$ cat config.mk
export PLATFORM = sky130hd
export DESIGN_NAME = hlg_div
export DESIGN_NICKNAME = d
export VERILOG_FILES = /design/src/hlg_pkg.sv /design/src/hlg_div.sv
export SDC_FILE = /design/constraint.sdc
export NUM_CORES = 1
export LEC_CHECK = 0
export BUFFER_PORTS_ARGS = -buffer_cell sky130_fd_sc_hd__buf_4
export CORE_ASPECT_RATIO = 1.5
export CORE_MARGIN = 4
export CORE_UTILIZATION = 45
export CTS_CLUSTER_DIAMETER = 40
export CTS_CLUSTER_SIZE = 28
export DETAILED_ROUTE_END_ITERATION = 8
export PLACE_DENSITY = 0.68
export SYNTH_ARGS = -nofsm -noshare
export SYNTH_HDL_FRONTEND = slang
export SYNTH_SLANG_ARGS = --single-unit
$ cat constraint.sdc
create_clock -name aclk -period 6.23 [get_ports aclk]
set_input_delay 0.623 -clock aclk [delete_from_list [all_inputs] [get_ports aclk]]
set_output_delay 0.623 -clock aclk [all_outputs]
set_load 0.01 [all_outputs]
$ cat src/hlg_pkg.sv
`default_nettype none
package hlg_pkg;

    localparam int COORD_W    = 32;
    localparam int TRIG_W     = 16;
    localparam int TRIG_FRAC  = 14;
    localparam int SPACE_W    = 31;
    localparam int OFFS_W     = 40;
    localparam int PROD_W     = COORD_W + TRIG_W;
    localparam int SUM_W      = PROD_W + 1;
    localparam int NUM_W      = 52;
    localparam int QUO_W      = NUM_W + 1;
    localparam int MUL_CNT_W  = $clog2(TRIG_W);
    localparam int DIV_CNT_W  = $clog2(NUM_W);
    localparam int MAX_PTS    = 4;
    localparam int PTS_CNT_W  = $clog2(MAX_PTS + 1);
    localparam int PTS_IDX_W  = $clog2(MAX_PTS);
    localparam int KIND_W     = 2;
    localparam int CFG_IDX_W  = 2;
    localparam int CFG_W      = 31;
    localparam int S_DATA_W   = 2 * COORD_W;
    localparam int M_DATA_W   = 4 * COORD_W;

    localparam logic [KIND_W-1:0] KIND_ADD_POINT = 2'd0;
    localparam logic [KIND_W-1:0] KIND_START     = 2'd1;
    localparam logic [KIND_W-1:0] KIND_NEXT      = 2'd2;
    localparam logic [KIND_W-1:0] KIND_CLEAR     = 2'd3;

    localparam logic [CFG_IDX_W-1:0] CFG_DIR_COS = 2'd0;
    localparam logic [CFG_IDX_W-1:0] CFG_DIR_SIN = 2'd1;
    localparam logic [CFG_IDX_W-1:0] CFG_SPACING = 2'd2;

    localparam logic signed [TRIG_W-1:0] DIR_COS_RESET = 16'sd11585;
    localparam logic signed [TRIG_W-1:0] DIR_SIN_RESET = 16'sd11585;
    localparam logic [SPACE_W-1:0]       SPACING_RESET = 31'd65536;

endpackage
`default_nettype wire

$ cat src/hlg_div.sv
`default_nettype none
module hlg_div (
    input  wire logic                                  aclk,
    input  wire logic                                  aresetn,
    input  wire logic                                  start,
    input  wire logic signed [hlg_pkg::NUM_W-1:0]      num,
    input  wire logic signed [hlg_pkg::TRIG_W-1:0]     den,
    output logic                                       done,
    output logic signed [hlg_pkg::QUO_W-1:0]           quotient
);

    logic                                  busy_reg;
    logic                                  done_reg;
    logic                                  neg_reg;
    logic [hlg_pkg::DIV_CNT_W-1:0]         cnt_reg;
    logic [hlg_pkg::NUM_W-1:0]             dvd_reg;
    logic [hlg_pkg::TRIG_W-1:0]            rem_reg;
    logic [hlg_pkg::TRIG_W-1:0]            den_reg;
    logic [hlg_pkg::NUM_W-1:0]             num_mag;
    logic [hlg_pkg::TRIG_W-1:0]            den_mag;
    logic [hlg_pkg::TRIG_W:0]              trial;
    logic [hlg_pkg::TRIG_W:0]              trial_sub;
    logic                                  trial_ge;
    logic [hlg_pkg::QUO_W-1:0]             q_mag;

    always_comb begin
        num_mag   = num[hlg_pkg::NUM_W-1] ? (-num) : num;
        den_mag   = den[hlg_pkg::TRIG_W-1] ? (-den) : den;
        trial     = {rem_reg, dvd_reg[hlg_pkg::NUM_W-1]};
        trial_ge  = (trial >= {1'b0, den_reg});
        trial_sub = trial - {1'b0, den_reg};
        q_mag     = {1'b0, dvd_reg};
        quotient  = neg_reg ? (-q_mag) : q_mag;
    end

    assign done = done_reg;

    always_ff @(posedge aclk) begin
        if (!aresetn) begin
            busy_reg <= 1'b0;
            done_reg <= 1'b0;
        end else begin
            done_reg <= 1'b0;
            if (start) begin
                busy_reg <= 1'b1;
                cnt_reg  <= '0;
                rem_reg  <= '0;
                den_reg  <= den_mag;
                neg_reg  <= num[hlg_pkg::NUM_W-1] ^ den[hlg_pkg::TRIG_W-1];
                dvd_reg  <= num_mag + {{(hlg_pkg::NUM_W - hlg_pkg::TRIG_W){1'b0}},
                                       (den_mag >> 1)};
            end else if (busy_reg) begin
                rem_reg <= trial_ge ? trial_sub[hlg_pkg::TRIG_W-1:0]
                                    : trial[hlg_pkg::TRIG_W-1:0];
                dvd_reg <= {dvd_reg[hlg_pkg::NUM_W-2:0], trial_ge};
                cnt_reg <= cnt_reg + 1'b1;
                if (cnt_reg == hlg_pkg::DIV_CNT_W'(hlg_pkg::NUM_W - 1)) begin
                    busy_reg <= 1'b0;
                    done_reg <= 1'b1;
                end
            end
        end
    end

endmodule
`default_nettype wire

==> Yosys cells after proc, flatten, opt, wreduce, memory -nomap -nowiden <==
Index checks and enable logic that the tools add are counted.
{ "word_totals": {"romBits": 0, "register_bits": 93, "latch_bits": 0, "inputBits": 71, "n_memories": 0, "wordCells": 34, "out_inout_bits": 54, "mem_bits_rw": 0} }
{ "classes": {"n_reduce_logical": 4, "n_lt_le_gt_ge": 1, "multipliers": 0, "shift": 0, "n_addsub": 6, "div": 0, "n_eq_ne": 1, "mux": 12, "bitwise_logic": 3} }
{ "op_table": {"columns": ["cell", "n"], "rows": [
  ["$mux 52", 3],
  ["$mux 53", 1],
  ["$neg 52->53", 1],
  ["$add 52x15->52", 1],
  ["$neg 52->52", 1],
  ["$mux 16", 3],
  ["$ge 17x16->1", 1],
  ["$neg 16->16", 1],
  ["$sub 16x16->16", 1],
  ["$add 6x1->6 const B", 1],
  ["$eq 6x6->1 const B", 1],
  ["$mux 6", 1],
  ["$mux 1", 4],
  ["$reduce_and 2->1", 2],
  ["$reduce_or 3->1", 1],
  ["$not 1->1", 2],
  ["$reduce_bool 2->1", 1],
  ["$xor 1x1->1", 1]
]} }

==> Logic depth before layout (Yosys ltp) <==
{ "logic_depth": {"ltp_word": 4, "ltp_mapped": 19, "mapped_depth_nobuf": 16} }

==> Worst setup path before layout <==
Ideal clock, no wire load.
{ "synth_timing": {"kind": "input-to-reg", "start": "in num[51] in the netlist's numbering", "end": "reg dvd_reg[39] in the netlist's numbering (data pin)", "path_buffers": 6, "stages": 18, "setup_slack_ns": 1.166, "t_arrival_ns": 4.809, "setup_ns": 0.255, "t_required_ns": 5.975, "cell_sequence": "clkbuf_1 clkbuf_1 clkbuf_1 clkbuf_1 buf_1 o21ai_0 xnor2_1 ha_1 and3_1 a2111oi_0 nand3_1 a31oi_1 o41ai_2 and3_1 buf_2 and2_4 a31o_1 a31o_1"} }
{ "synth_via": {"elab_chain_len": 3} }
{ "synth_rtl": {"columns": ["element", "line_no", "source"], "rows": [
  ["start: declaration", "hlg_div.sv:6", "input wire logic signed [hlg_pkg::NUM_W-1:0] num,"],
  ["$mux 52", "hlg_div.sv:27", "num_mag = num[hlg_pkg::NUM_W-1] ? (-num) : num;"],
  ["$add 52x15->52", "hlg_div.sv:50", "dvd_reg <= num_mag + {{(hlg_pkg::NUM_W - hlg_pkg::TRIG_W){1'b0}},"],
  ["$mux 52", "hlg_div.sv:44", "if (start) begin"],
  ["end signal: assignment", "hlg_div.sv:50", null],
  ["end signal: assignment", "hlg_div.sv:55", "dvd_reg <= {dvd_reg[hlg_pkg::NUM_W-2:0], trial_ge};"],
  ["end: declaration", "hlg_div.sv:16", "logic [hlg_pkg::NUM_W-1:0] dvd_reg;"]
]} }
Every way passes these cells.
A chain may end at the register's enable or synchronous reset.

==> Worst setup path after layout <==
{ "layout_timing": {"start": "in den[1] in the netlist's numbering", "end": "reg dvd_reg[42] in the netlist's numbering (data pin)"} }
{ "layout_via": {"elab_chain_len": 4} }
{ "layout_rtl": {"columns": ["element", "line_no", "source"], "rows": [
  ["start: declaration", "hlg_div.sv:7", "input wire logic signed [hlg_pkg::TRIG_W-1:0] den,"],
  ["$neg 16->16", "hlg_div.sv:28", "den_mag = den[hlg_pkg::TRIG_W-1] ? (-den) : den;"],
  ["$mux 16", "hlg_div.sv:28", null],
  ["via den_mag (one bit)", "hlg_div.sv:20", "logic [hlg_pkg::TRIG_W-1:0] den_mag;"],
  ["$add 52x15->52", "hlg_div.sv:50", null],
  ["$mux 52", "hlg_div.sv:44", null]
]} }
The timed path passes the listed nets, and every way through them passes these cells.

==> key figures <==
Route
  • DRT iter0 DRCs: 518
  • DRC violation count after routing: 0
  • Total Wirelength: 26100 µm
  • Via density per instance: 5.94
  • Routed Antenna Nets: 0
  • Vias after detailed routing: 8375
  • Wire per inst: 18.5 µm
  • Length of the first detailed-routing pass in iterations: 5

Power and ir drop
  • Static leakage power: 3.97 nW
  • Design Power: 0.00231 W
  • Power density relative to cell area: 215 mW/mm²
  • VDD IR-drop max: 0.000155 V

Clock tree
  • Root buf cell: sky130_fd_sc_hd__clkbuf_16
  • Gates resized, CTS repair: 0
  • Depth of the CTS H-tree: 3
  • Clk slew on worst S/H paths: 70 ps
  • CTS hold repair buffers: 0
  • Worst skew pair latency: 350 ps
  • CTS tree: done
  • CTS sink count: 93
  • CTS max path bufs: 2
  • Post-CTS Setup Repair Bufs: 0
  • Clock buffers created by TritonCTS: 9

Setup path
  • Critical-path cell list: buf_4 > inv_1 > ha_1 > or4b_2 > o31ai_1 > xnor2_1 > ha_1 > nand3_1 > a211o_1 > a21oi_1 > o311ai_1 > o31ai_4 > nand4_4 > and3_1 > a211o_1
  • Maximum fanout encountered on the critical timing path: 14
  • Worst Setup End Kind: flop
  • Worst Setup Path Type: in -> reg
  • Kind of start point of the critical path: input port
  • CP Data Arrival Time: 4860 ps
  • Max stage delay cell, worst path: sky130_fd_sc_hd__o31ai_4
  • Largest stage delay on the critical path: 700 ps
  • Required time at the worst-slack endpoint: 6320 ps

Placed design
  • Placer's final routability congestion estimate: 0.883
  • Number of buffers inserted by port buffering: 124
  • DP HPWL: 20400 µm

Finish
  • Ant. Diodes: 0
  • Area grow syn2layout: 15.8%
  • Fraction of layout cells with a size suffix above 1: 18.1%
  • Largest register FFs: 52
  • Total number of nets in the final design: 1247

Synthesis
  • Main flop type after synthesis: sky130_fd_sc_hd__edfxtp_1
  • Cell area after synthesis: 0.00928 mm²
  • Async S/R FF share, synth: 0%
  • Number of synthesized flops with an enable pin: 91
  • Part of the Yosys area used for sequential elements: 29.9%
  • Number of standard cells after synthesis: 1045
  • Total nets after synthesis: 1151
  • Synthesized area per cell: 8.88 µm²
  • Yosys cell types: 76
  • Register bit total from synthesis: 93
  • Synthesis warning total: 0

Timing
  • Tmin final: 4760 ps
  • Unrepaired setup endpoints after global routing: false
  • Count of endpoints failing setup in the final report: 0
  • Transition time of the tightest slew-check pin: 1040 ps
  • Setup TNS: 0 ps
  • Maximum clock rate: 210 MHz
  • Period utilization: 76.5%
  • Worst clock skew: 10.1 ps
  • Total count of hold-check failures in the final report: 0
  • Pins Over Slew Limit: 0
  • Relative max-transition margin: 30.3%

Floorplanning
  • Total number of placement rows: 64
  • Floorplan die area: 0.0230 mm²
  • Die Width: 125 µm
  • Starting density of the core: 45.6%
  • Floorplan core area: 0.0203 mm²
  • Height of the die: 184 µm
  • Number of top-level pins: 125

Status
  • Run status: complete, no violations

GRT
  • Initial antenna violation count: 0
  • Global-route wire length before repair: 41500 µm
  • Combined global-route utilization of all metal layers: 22.1%
  • Via count of the first global-routing pass: 8050
  • Residual overflow from global routing: 0
  • Pin count of the biggest net entering global routing: 88

Min path
  • Worst hold-check path type: reg -> reg

Flow run
  • Number of max-cap violations: 0
logic make-up after synthesis:
group	share of synthesized area, %
adder cells (fa/ha/maj)	4.88
multiplexers	4.94
flip-flops	29.9
XOR/XNOR	16.0
AND/OR/NAND/NOR	21.6
buffers and inverters	4.09
AO/OA/AOI/OAI	18.6
path summary, 6_finish.rpt:
| check | startpoint | endpoint | slack [ps] | cells past startpoint |
|---|---|---|---|---|
| setup / recovery | den[1] | dvd_reg[42] | 1470 | 15 |
| setup reg to reg | dvd_reg[51] | rem_reg[5] | 2010 | 11 |
| hold reg to reg | busy_reg | done | 450 | 2 |
| hold / removal | busy_reg | done | 450 | 2 |
cell usage in the layout (no fill, tap or decap), drive strengths merged, types with 7 or more instances in the layout:
| master | n |
|---|---|
| o41ai | 24 |
| nand3 | 37 |
| inv | 48 |
| o21ai | 59 |
| and3 | 13 |
| mux2i | 12 |
| edfxtp | 91 |
| nor2 | 66 |
| xnor2 | 132 |
| o21a | 8 |
| nand2 | 78 |
| o211ai | 7 |
| ha | 33 |
| nand4 | 20 |
| a211o | 8 |
| or2 | 12 |
| nor3 | 24 |
| nand2b | 17 |
| xor2 | 35 |
| or3 | 22 |
| o31ai | 37 |
| clkbuf | 9 |
| mux2 | 30 |
| a21oi | 36 |
| nor2b | 14 |
| nor4 | 20 |
| buf | 133 |
| a21o | 9 |
| or4 | 19 |
| and2 | 7 |
per-stage QoR:
stage | setup slack (ps) | cell area, µm² | hold slack [ps] | cells | utilization [%]
floorplan | 1170 | 9280 | 421 | 1045 | -
finish | 1470 | 10700 | 445 | 1410 | 52.8
global placement | 1210 | 10400 | 427 | 1394 | 51.2
detailed placement | 1160 | 10400 | 441 | 1394 | 51.2
global route | 1180 | 10700 | 484 | 1410 | 52.8
CTS | 1500 | 10700 | 448 | 1410 | 52.8
worst max-delay path: cells and delay by family:
kind / cells / cell delay, ps
AO/OA/AOI/OAI: 6 / 1950
XOR/XNOR: 1 / 210
buffers and inverters: 2 / 180
AND/OR/NAND/NOR: 4 / 1320
adder cells (fa/ha/maj): 2 / 570
synthesized netlist by cell type, drive strengths merged (7+ instances only):
| cell type | count | area [µm²] |
|---|---|---|
| nor2 | 66 | 248 |
| nor2b | 14 | 87.6 |
| a21oi | 36 | 180 |
| or2 | 12 | 75.1 |
| o31ai | 37 | 292 |
| mux2i | 12 | 120 |
| nand2 | 78 | 293 |
| inv | 48 | 180 |
| o21a | 8 | 60.1 |
| and2 | 7 | 46.3 |
| nand3 | 37 | 190 |
| a211o | 8 | 70.1 |
| o21ai | 59 | 295 |
| o41ai | 24 | 240 |
| o211ai | 7 | 57.6 |
| edfxtp | 91 | 2730 |
| or3 | 22 | 138 |
| clkbuf | 39 | 148 |
| or4 | 19 | 143 |
| xnor2 | 132 | 1160 |
| ha | 33 | 413 |
| nor3 | 24 | 120 |
| xor2 | 35 | 307 |
| buf | 9 | 51.3 |
| nand4 | 20 | 140 |
| and3 | 13 | 81.3 |
| nand2b | 17 | 106 |
| nor4 | 20 | 168 |
| a21o | 9 | 67.6 |
| mux2 | 30 | 338 |
metal layers:
metal | track usage, % | up-vias | wire [µm]
li1 | - | 4116 | -
met1 | 27.1 | 3951 | 10800
met2 | 39.2 | 256 | 13200
met3 | 2.09 | 52 | 1060
met4 | 10.2 | 0 | 1050
met5 | 0 | - | 0
power by group:
group | internal [W] | switching [W]
sequential | 0.000769 | 0.0000539
clock | 0.000390 | 0.000237
combinational | 0.000391 | 0.000470
total | 0.00155 | 0.000761
final cells by class:
type / instances / area, µm²
clock buffer: 9 / 225
clock inverter: 7 / 114
fill: 1985 / 9590
inverter: 48 / 180
multi-input combinational: 856 / 6130
sequential: 93 / 2770
tap: 264 / 330
timing repair buffer: 133 / 998
(Power assumes the default switching activity.)
