<file path="src/hlg_pkg.sv">
`default_nettype none
package hlg_pkg;

    localparam int COORD_W    = 32;
    localparam int TRIG_W     = 16;
    localparam int TRIG_FRAC  = 14;
    localparam int SPACE_W    = 31;
    localparam int OFFS_W     = 40;
    localparam int PROD_W     = COORD_W + TRIG_W;
    localparam int SUM_W      = PROD_W + 1;
    localparam int NUM_W      = 52;
    localparam int QUO_W      = NUM_W + 1;
    localparam int MUL_CNT_W  = $clog2(TRIG_W);
    localparam int DIV_CNT_W  = $clog2(NUM_W);
    localparam int MAX_PTS    = 4;
    localparam int PTS_CNT_W  = $clog2(MAX_PTS + 1);
    localparam int PTS_IDX_W  = $clog2(MAX_PTS);
    localparam int KIND_W     = 2;
    localparam int CFG_IDX_W  = 2;
    localparam int CFG_W      = 31;
    localparam int S_DATA_W   = 2 * COORD_W;
    localparam int M_DATA_W   = 4 * COORD_W;

    localparam logic [KIND_W-1:0] KIND_ADD_POINT = 2'd0;
    localparam logic [KIND_W-1:0] KIND_START     = 2'd1;
    localparam logic [KIND_W-1:0] KIND_NEXT      = 2'd2;
    localparam logic [KIND_W-1:0] KIND_CLEAR     = 2'd3;

    localparam logic [CFG_IDX_W-1:0] CFG_DIR_COS = 2'd0;
    localparam logic [CFG_IDX_W-1:0] CFG_DIR_SIN = 2'd1;
    localparam logic [CFG_IDX_W-1:0] CFG_SPACING = 2'd2;

    localparam logic signed [TRIG_W-1:0] DIR_COS_RESET = 16'sd11585;
    localparam logic signed [TRIG_W-1:0] DIR_SIN_RESET = 16'sd11585;
    localparam logic [SPACE_W-1:0]       SPACING_RESET = 31'd65536;

endpackage
`default_nettype wire

</file>
<file path="src/hlg_mul.sv">
`default_nettype none
module hlg_mul (
    input  wire logic                                  aclk,
    input  wire logic                                  aresetn,
    input  wire logic                                  start,
    input  wire logic signed [hlg_pkg::TRIG_W-1:0]     mplier,
    input  wire logic signed [hlg_pkg::COORD_W-1:0]    mcand,
    output logic                                       done,
    output logic signed [hlg_pkg::PROD_W-1:0]          product
);

    logic                                  busy_reg;
    logic                                  done_reg;
    logic [hlg_pkg::MUL_CNT_W-1:0]         cnt_reg;
    logic [hlg_pkg::TRIG_W-1:0]            mplier_reg;
    logic signed [hlg_pkg::PROD_W-1:0]     mcand_reg;
    logic signed [hlg_pkg::PROD_W-1:0]     acc_reg;
    logic                                  last_step;

    assign last_step = (cnt_reg == hlg_pkg::MUL_CNT_W'(hlg_pkg::TRIG_W - 1));
    assign done      = done_reg;
    assign product   = acc_reg;

    always_ff @(posedge aclk) begin
        if (!aresetn) begin
            busy_reg <= 1'b0;
            done_reg <= 1'b0;
        end else begin
            done_reg <= 1'b0;
            if (start) begin
                busy_reg   <= 1'b1;
                cnt_reg    <= '0;
                mplier_reg <= mplier;
                mcand_reg  <= {{(hlg_pkg::PROD_W - hlg_pkg::COORD_W){mcand[hlg_pkg::COORD_W-1]}},
                               mcand};
                acc_reg    <= '0;
            end else if (busy_reg) begin
                if (mplier_reg[0]) begin
                    if (last_step) begin
                        acc_reg <= acc_reg - mcand_reg;
                    end else begin
                        acc_reg <= acc_reg + mcand_reg;
                    end
                end
                mcand_reg  <= mcand_reg <<< 1;
                mplier_reg <= mplier_reg >> 1;
                cnt_reg    <= cnt_reg + 1'b1;
                if (last_step) begin
                    busy_reg <= 1'b0;
                    done_reg <= 1'b1;
                end
            end
        end
    end

endmodule
`default_nettype wire

</file>
<file path="config.mk">
export PLATFORM = sky130hd
export DESIGN_NAME = hlg_mul
export DESIGN_NICKNAME = d
export VERILOG_FILES = /design/src/hlg_pkg.sv /design/src/hlg_mul.sv
export SDC_FILE = /design/constraint.sdc
export NUM_CORES = 1
export LEC_CHECK = 0
export BUFFER_PORTS_ARGS = -buffer_cell sky130_fd_sc_hd__buf_2
export CAP_MARGIN = 20
export CORE_ASPECT_RATIO = 0.9
export CORE_MARGIN = 2
export CORE_UTILIZATION = 50
export CTS_CLUSTER_DIAMETER = 80
export DETAILED_ROUTE_END_ITERATION = 8
export GPL_ROUTABILITY_DRIVEN = 0
export GPL_TIMING_DRIVEN = 1
export PLACE_DENSITY = 0.74
export SYNTH_ARGS = -nofsm -noshare
export SYNTH_HDL_FRONTEND = slang
export SYNTH_SLANG_ARGS = --single-unit
</file>
<file path="constraint.sdc">
create_clock -name aclk -period 11.8 [get_ports aclk]
set_clock_uncertainty 0.05 [all_clocks]
set_input_delay 2.36 -clock aclk [delete_from_list [all_inputs] [get_ports aclk]]
set_output_delay 2.36 -clock aclk [all_outputs]
set_load 0.02 [all_outputs]
</file>
# After elaboration in Yosys (flattened, before gate mapping)
# Cells that the tools add are included.
[totals]
ff_bits = 118
inputBits = 51
wordCells = 29
output_inout_bits = 49
[classes]
eq_ne = 1
n_reduce_logical = 5
n_mux = 12
n_addsub = 3
bitwise_logic = 2
[op_table]
columns = ["operator", "n"]
rows = [
  ["two-way mux 48 bit", 5],
  ["adder 48 bit", 1],
  ["subtractor 48 bit", 1],
  ["two-way mux 16 bit", 2],
  ["adder 4 x 1 -> 4 bit (second input constant)", 1],
  ["== test 4 bit (second input constant)", 1],
  ["two-way mux 1 bit", 4],
  ["two-way mux 4 bit", 1],
  ["nonzero test 2 bit", 2],
  ["AND reduction 3 bit", 1],
  ["OR reduction 3 bit", 1],
  ["NOT 1 bit", 2],
  ["AND reduction 2 bit", 1],
]

# Logic depth before layout (Yosys ltp)
[logic_depth]
ltp_word = 4
depth_mapped = 17
depth_no_buf = 17

# Worst setup path after synthesis
# Ideal clock, no wire load.
[synth_path]
path_type = "input -> register"
from = "in start"
to = "reg acc_reg, in the netlist product[0], enable pin"
path_slack_ns = 6.104
t_arrival_ns = 5.186
n_path_buf = 2
setup_ns = 0.459
cell_stages = 4
required_time_ns = 11.291
cell_sequence = "clkbuf_1 clkbuf_1 a21oi_1 nor2b_1"
[synth_via]
elab_chain_len = 2
elab_cells_between_ends = 3
cone_classes = "reduce/logical (3)"
[synth_lines]
columns = ["item", "line_no", "source"]
rows = [
  ["from (decl)", "hlg_mul.sv:5", "input wire logic start,"],
  ["nonzero test 2 bit (no line)", "n/a", ""],
  ["AND reduction 3 bit (no line) *", "n/a", ""],
  ["to (signal assigned)", "hlg_mul.sv:40", "acc_reg <= acc_reg - mcand_reg;"],
  ["to (signal assigned)", "hlg_mul.sv:42", "acc_reg <= acc_reg + mcand_reg;"],
  ["to (decl)", "hlg_mul.sv:17", "logic signed [hlg_pkg::PROD_W-1:0] acc_reg;"],
]
# Mark *: on every way between the ends. The rest lies on a longest branch, timed or not.
# A chain may end at the register's enable or synchronous reset.

# Worst setup path in the final report
[layout_path]
from = "reg mcand_reg[9] (netlist bit)"
to = "reg acc_reg, in the netlist product[45] (data pin)"
[layout_via]
elab_chain_len = 4
elab_cells_between_ends = 5
cone_classes = "add/sub (2); mux (3)"
[layout_lines]
columns = ["item", "line_no", "source"]
rows = [
  ["from (decl)", "hlg_mul.sv:16", "logic signed [hlg_pkg::PROD_W-1:0] mcand_reg;"],
  ["from (signal assigned)", "hlg_mul.sv:34", "mcand_reg <= {{(hlg_pkg::PROD_W - hlg_pkg::COORD_W){mcand[hlg_pkg::COORD_W-1]}},"],
  ["from (signal assigned)", "hlg_mul.sv:45", "mcand_reg <= mcand_reg <<< 1;"],
  ["adder 48 bit / subtractor 48 bit (equally long branches)", "hlg_mul.sv:42, hlg_mul.sv:40", ""],
  ["two-way mux 48 bit *", "hlg_mul.sv:39", "if (last_step) begin"],
  ["two-way mux 48 bit *", "hlg_mul.sv:38", "if (mplier_reg[0]) begin"],
  ["two-way mux 48 bit *", "hlg_mul.sv:37", "end else if (busy_reg) begin"],
]
# Mark *: on every way between the ends. The rest lies on a longest branch, timed or not. The select of a mux whose other input is x is not followed.

==> impl_results.md <==
* Outcome: finished clean
* Seq pwr share at 37.0%
* End of the critical path: product[45]
* Share of total power in combinational logic at 29.2%
* Cells traversed along the worst timing path: or4_4 -> nor4_4 -> and2_4 -> nand3_1 -> nand3b_1 -> o31ai_1 -> xnor2_1 -> ha_1 -> a21o_1 -> a2111oi_0 -> nor2_1 -> a211oi_1 -> o21ai_1 -> a2111o_1 -> nand3_1
* Clock transition time at the flip-flop clock pins of the worst setup and hold paths at 60 ps
* Antenna violations before repair at 2
* Leading register cell type out of synthesis: sky130_fd_sc_hd__edfxtp_1
* Shortest period the worst path allows at 5314 ps
* Cell Int Power at 0.9717 mW
* Fin Setup TNS at 0 ps
* Nets at 1022
* P per Cell Area at 152.3 nW/um^2
* Final hold vios at 0
* Die area at 17860 sq um
* Max-slew violation count at 0
* Post-cts gate resize count at 0
* Critical path fanouts, max at 8
* Net count of the mapped netlist at 941
* Worst Hold Margin at 460.3 ps
* Aggregate global routing overflow at 0
* Number of remaining DRC errors at 0
* Number of buffers and inverters on the critical path at 0
* DR vias/cell at 6.020
* Layout cell share with drive strength beyond 1 at 21.01%
* Sw Ratio at 33.51%
* Synth-to-layout area growth at 14.22%
* Reg-to-reg startpoint: mcand_reg[9]
* IO Count at 100
* Distinct cells, synth at 65
* Global-route wire length before repair at 33670 um
* Register-to-Register Setup Slack at 6490 ps
* LEAKAGE at 3.849 nW
* Number of cell instances on the worst register-to-register path at 15
* Avg WL per Cell at 18.52 um
* Worst EP arrival at 5550 ps
* Overall power consumption at 1.461 mW
* Hold-fix buffers, CTS at 0
* Longest individual stage delay on the worst path at 570 ps
* Slowest library cell on the worst path: sky130_fd_sc_hd__or4_4
* Utilization after layout at 58.89%
* Reg2Reg Capture Point: product[45]
* Final worst-path cycle share at 45.03%
* Overall via count from detail_route at 6869
* EDFF count, synth at 116
* Setup bufs post-CTS at 0
* Final setup fails at 0
* Iteration-0 DRC count of the detailed router at 693
* Height of the chip at 127.0 um
* Net switching power at 0.4897 mW
* Estimated wirelength of the detail-placed design at 15460 um
* Clock latency on the worst-skew pair at 420 ps
* Final WL at 21130 um
* Number of antenna-violating nets in the routed design at 0
* Final Worst Setup Slack at 6486 ps
* Cell family with most CP delay: compound AO/OA/AOI/OAI gates
* Clock share of power at 33.7%
* Maximum buffer depth of the clock tree at 2
* Setup Slack @ Placement at 6616 ps
* Cell area reported after detailed placement at 9040 sq um
* FF+latch count, synth at 118
* RSZ-0062 raised after global routing: false
* Global-route total usage across every layer at 24.08%
* Total core area at 16300 sq um
* Depth of the CTS H-tree at 4
* Most frequent cell on the critical path: sky130_fd_sc_hd__nand3_1
* Number of clock buffers inserted by TritonCTS at 17
* Maximum ir drop on the vdd rail at 0.1200 mV
* Synthesized area at 8402 sq um
* Depth of the critical timing path with buffers and inverters included at 15
* Endpoint kind of the worst setup timing path: flop
* Starting Density at 51.56%
* Max-slew headroom at the worst pin at 36.96%
* MaxCap Viol Count at 0
* Element type at the critical path start: flop
* Number of detailed-routing iterations run before antenna repair at 5
* Seq/Total Area, Yosys at 41.94%
* Syn Area/Cell at 10.01 sq um
* Critical path start-end classification: flop to flop
* Setup crit start: mcand_reg[9]
* Synth warn at 0
* Number of buffer cells added on primary ports at 99
* Clock Sinks at 118
* Final instance area at 9597 sq um
* Die X-Extent at 140.6 um
* Std cell rows at 44
* Final Instance Count excl. Fillers at 1141
* Cell chosen for the clock root: sky130_fd_sc_hd__clkbuf_16
* Async set-or-reset flop fraction in the synthesized netlist at 0%
* Clock tree from TritonCTS: done
* Count of mapped cells out of synthesis at 839
* Required time at the worst-slack endpoint at 12040 ps
* Achievable frequency at 0.1882 GHz
* Class of the tightest hold or removal check: flop to flop
* Largest net degree at the start of global routing at 81
* Actual slew at the worst max-slew pin at 945.5 ps
* Post-Place Cells at 1108
* Vias in the first global route at 6516
-- cell families (layout without fill, tap and decap cells) --
group	count (synthesis)	count (layout)	share of synthesized area [%]
mux	47	47	6.284
buf+inv	71	165	3.246
fa+ha+maj	51	51	7.684
xor+xnor	87	87	9.069
compound gates	239	239	18.05
simple gates	226	226	13.73
other cells	0	1	0
flops	118	118	41.94
-- cell usage in the layout (no fill, tap or decap), types with 4 or more instances in the layout --
cell and instances:
sky130_fd_sc_hd__nand3_1 14, sky130_fd_sc_hd__clkbuf_16 17, sky130_fd_sc_hd__and2_1 4, sky130_fd_sc_hd__edfxtp_1 116, sky130_fd_sc_hd__o21a_1 8, sky130_fd_sc_hd__o211ai_1 5, sky130_fd_sc_hd__buf_4 4, sky130_fd_sc_hd__o21bai_1 8
sky130_fd_sc_hd__inv_6 5, sky130_fd_sc_hd__nor3_1 11, sky130_fd_sc_hd__a31oi_1 15, sky130_fd_sc_hd__nor2_1 80, sky130_fd_sc_hd__a21oi_1 66, sky130_fd_sc_hd__nor2b_1 7, sky130_fd_sc_hd__xor2_1 31, sky130_fd_sc_hd__ha_1 50
sky130_fd_sc_hd__and3_1 10, sky130_fd_sc_hd__a211oi_1 4, sky130_fd_sc_hd__a21o_1 29, sky130_fd_sc_hd__inv_1 31, sky130_fd_sc_hd__clkinv_2 4, sky130_fd_sc_hd__mux2_2 46, sky130_fd_sc_hd__o41ai_1 6, sky130_fd_sc_hd__nand4_1 15
sky130_fd_sc_hd__and4_1 4, sky130_fd_sc_hd__buf_2 98, sky130_fd_sc_hd__o21ai_0 57, sky130_fd_sc_hd__xnor2_1 56, sky130_fd_sc_hd__nand2_1 47, sky130_fd_sc_hd__or3_1 7, sky130_fd_sc_hd__o31ai_1 16
-- power by group through the flow --
| stage | registers (mW) | logic [mW] | clock network (mW) |
|---|---|---|---|
| floorplan | 0.562 | 0.295 | 0 |
| global placement | 0.549 | 0.413 | 0 |
| detailed placement | 0.549 | 0.415 | 0 |
| CTS | 0.541 | 0.419 | 0.499 |
| global route | 0.545 | 0.467 | 0.519 |
| finish | 0.541 | 0.427 | 0.493 |
-- worst min path at each step --
stage	from	depth (start not counted)	to
2_1_floorplan	busy_reg	1	done
3_5_place_dp	busy_reg	1	done
5_1_grt	busy_reg	1	done
3_3_place_gp	busy_reg	1	done
6_report	busy_reg	1	done
4_1_cts	busy_reg	1	done
-- cell usage after synthesis (29+ instances only) --
master	instances	area share (%)
sky130_fd_sc_hd__edfxtp_1	116	41
sky130_fd_sc_hd__nand2_1	47	2.1
sky130_fd_sc_hd__mux2_2	46	6.2
sky130_fd_sc_hd__inv_1	31	1.4
sky130_fd_sc_hd__xnor2_1	56	5.8
sky130_fd_sc_hd__xor2_1	31	3.2
sky130_fd_sc_hd__o21ai_0	57	3.4
sky130_fd_sc_hd__a21o_1	29	2.6
sky130_fd_sc_hd__a21oi_1	66	3.9
sky130_fd_sc_hd__ha_1	50	7.4
sky130_fd_sc_hd__clkbuf_1	34	1.5
sky130_fd_sc_hd__nor2_1	80	3.6
-- worst register-to-register path, cell delays in order (launching register included) --
cell and delay, ps:
sky130_fd_sc_hd__edfxtp_1 480, sky130_fd_sc_hd__or4_4 570, sky130_fd_sc_hd__nor4_4 260, sky130_fd_sc_hd__and2_4 240, sky130_fd_sc_hd__nand3_1 160, sky130_fd_sc_hd__nand3b_1 340
sky130_fd_sc_hd__o31ai_1 350, sky130_fd_sc_hd__xnor2_1 180, sky130_fd_sc_hd__ha_1 380, sky130_fd_sc_hd__a21o_1 250, sky130_fd_sc_hd__a2111oi_0 450, sky130_fd_sc_hd__nor2_1 140
sky130_fd_sc_hd__a211oi_1 560, sky130_fd_sc_hd__o21ai_1 270, sky130_fd_sc_hd__a2111o_1 450, sky130_fd_sc_hd__nand3_1 70
-- area by class of cell --
type                       instances  area, sq um
antenna                            1        2.502
clock buffer                      18        429.2
clock inverter                    14        125.1
fill                            1434         6699
inverter                          31        116.4
multi-input combinational        650         4621
sequential                       118         3523
tap                              207        259.0
timing repair buffer             102        520.5
-- metal layers --
| layer | global-route usage, % | share of wire, % |
|---|---|---|
| met1 | 35.21 | 48 |
| met2 | 36.38 | 43 |
| met3 | 5.472 | 7.7 |
| met4 | 6.235 | 1.3 |
| met5 | 0 | 0.062 |
(Power assumes the default switching activity.)
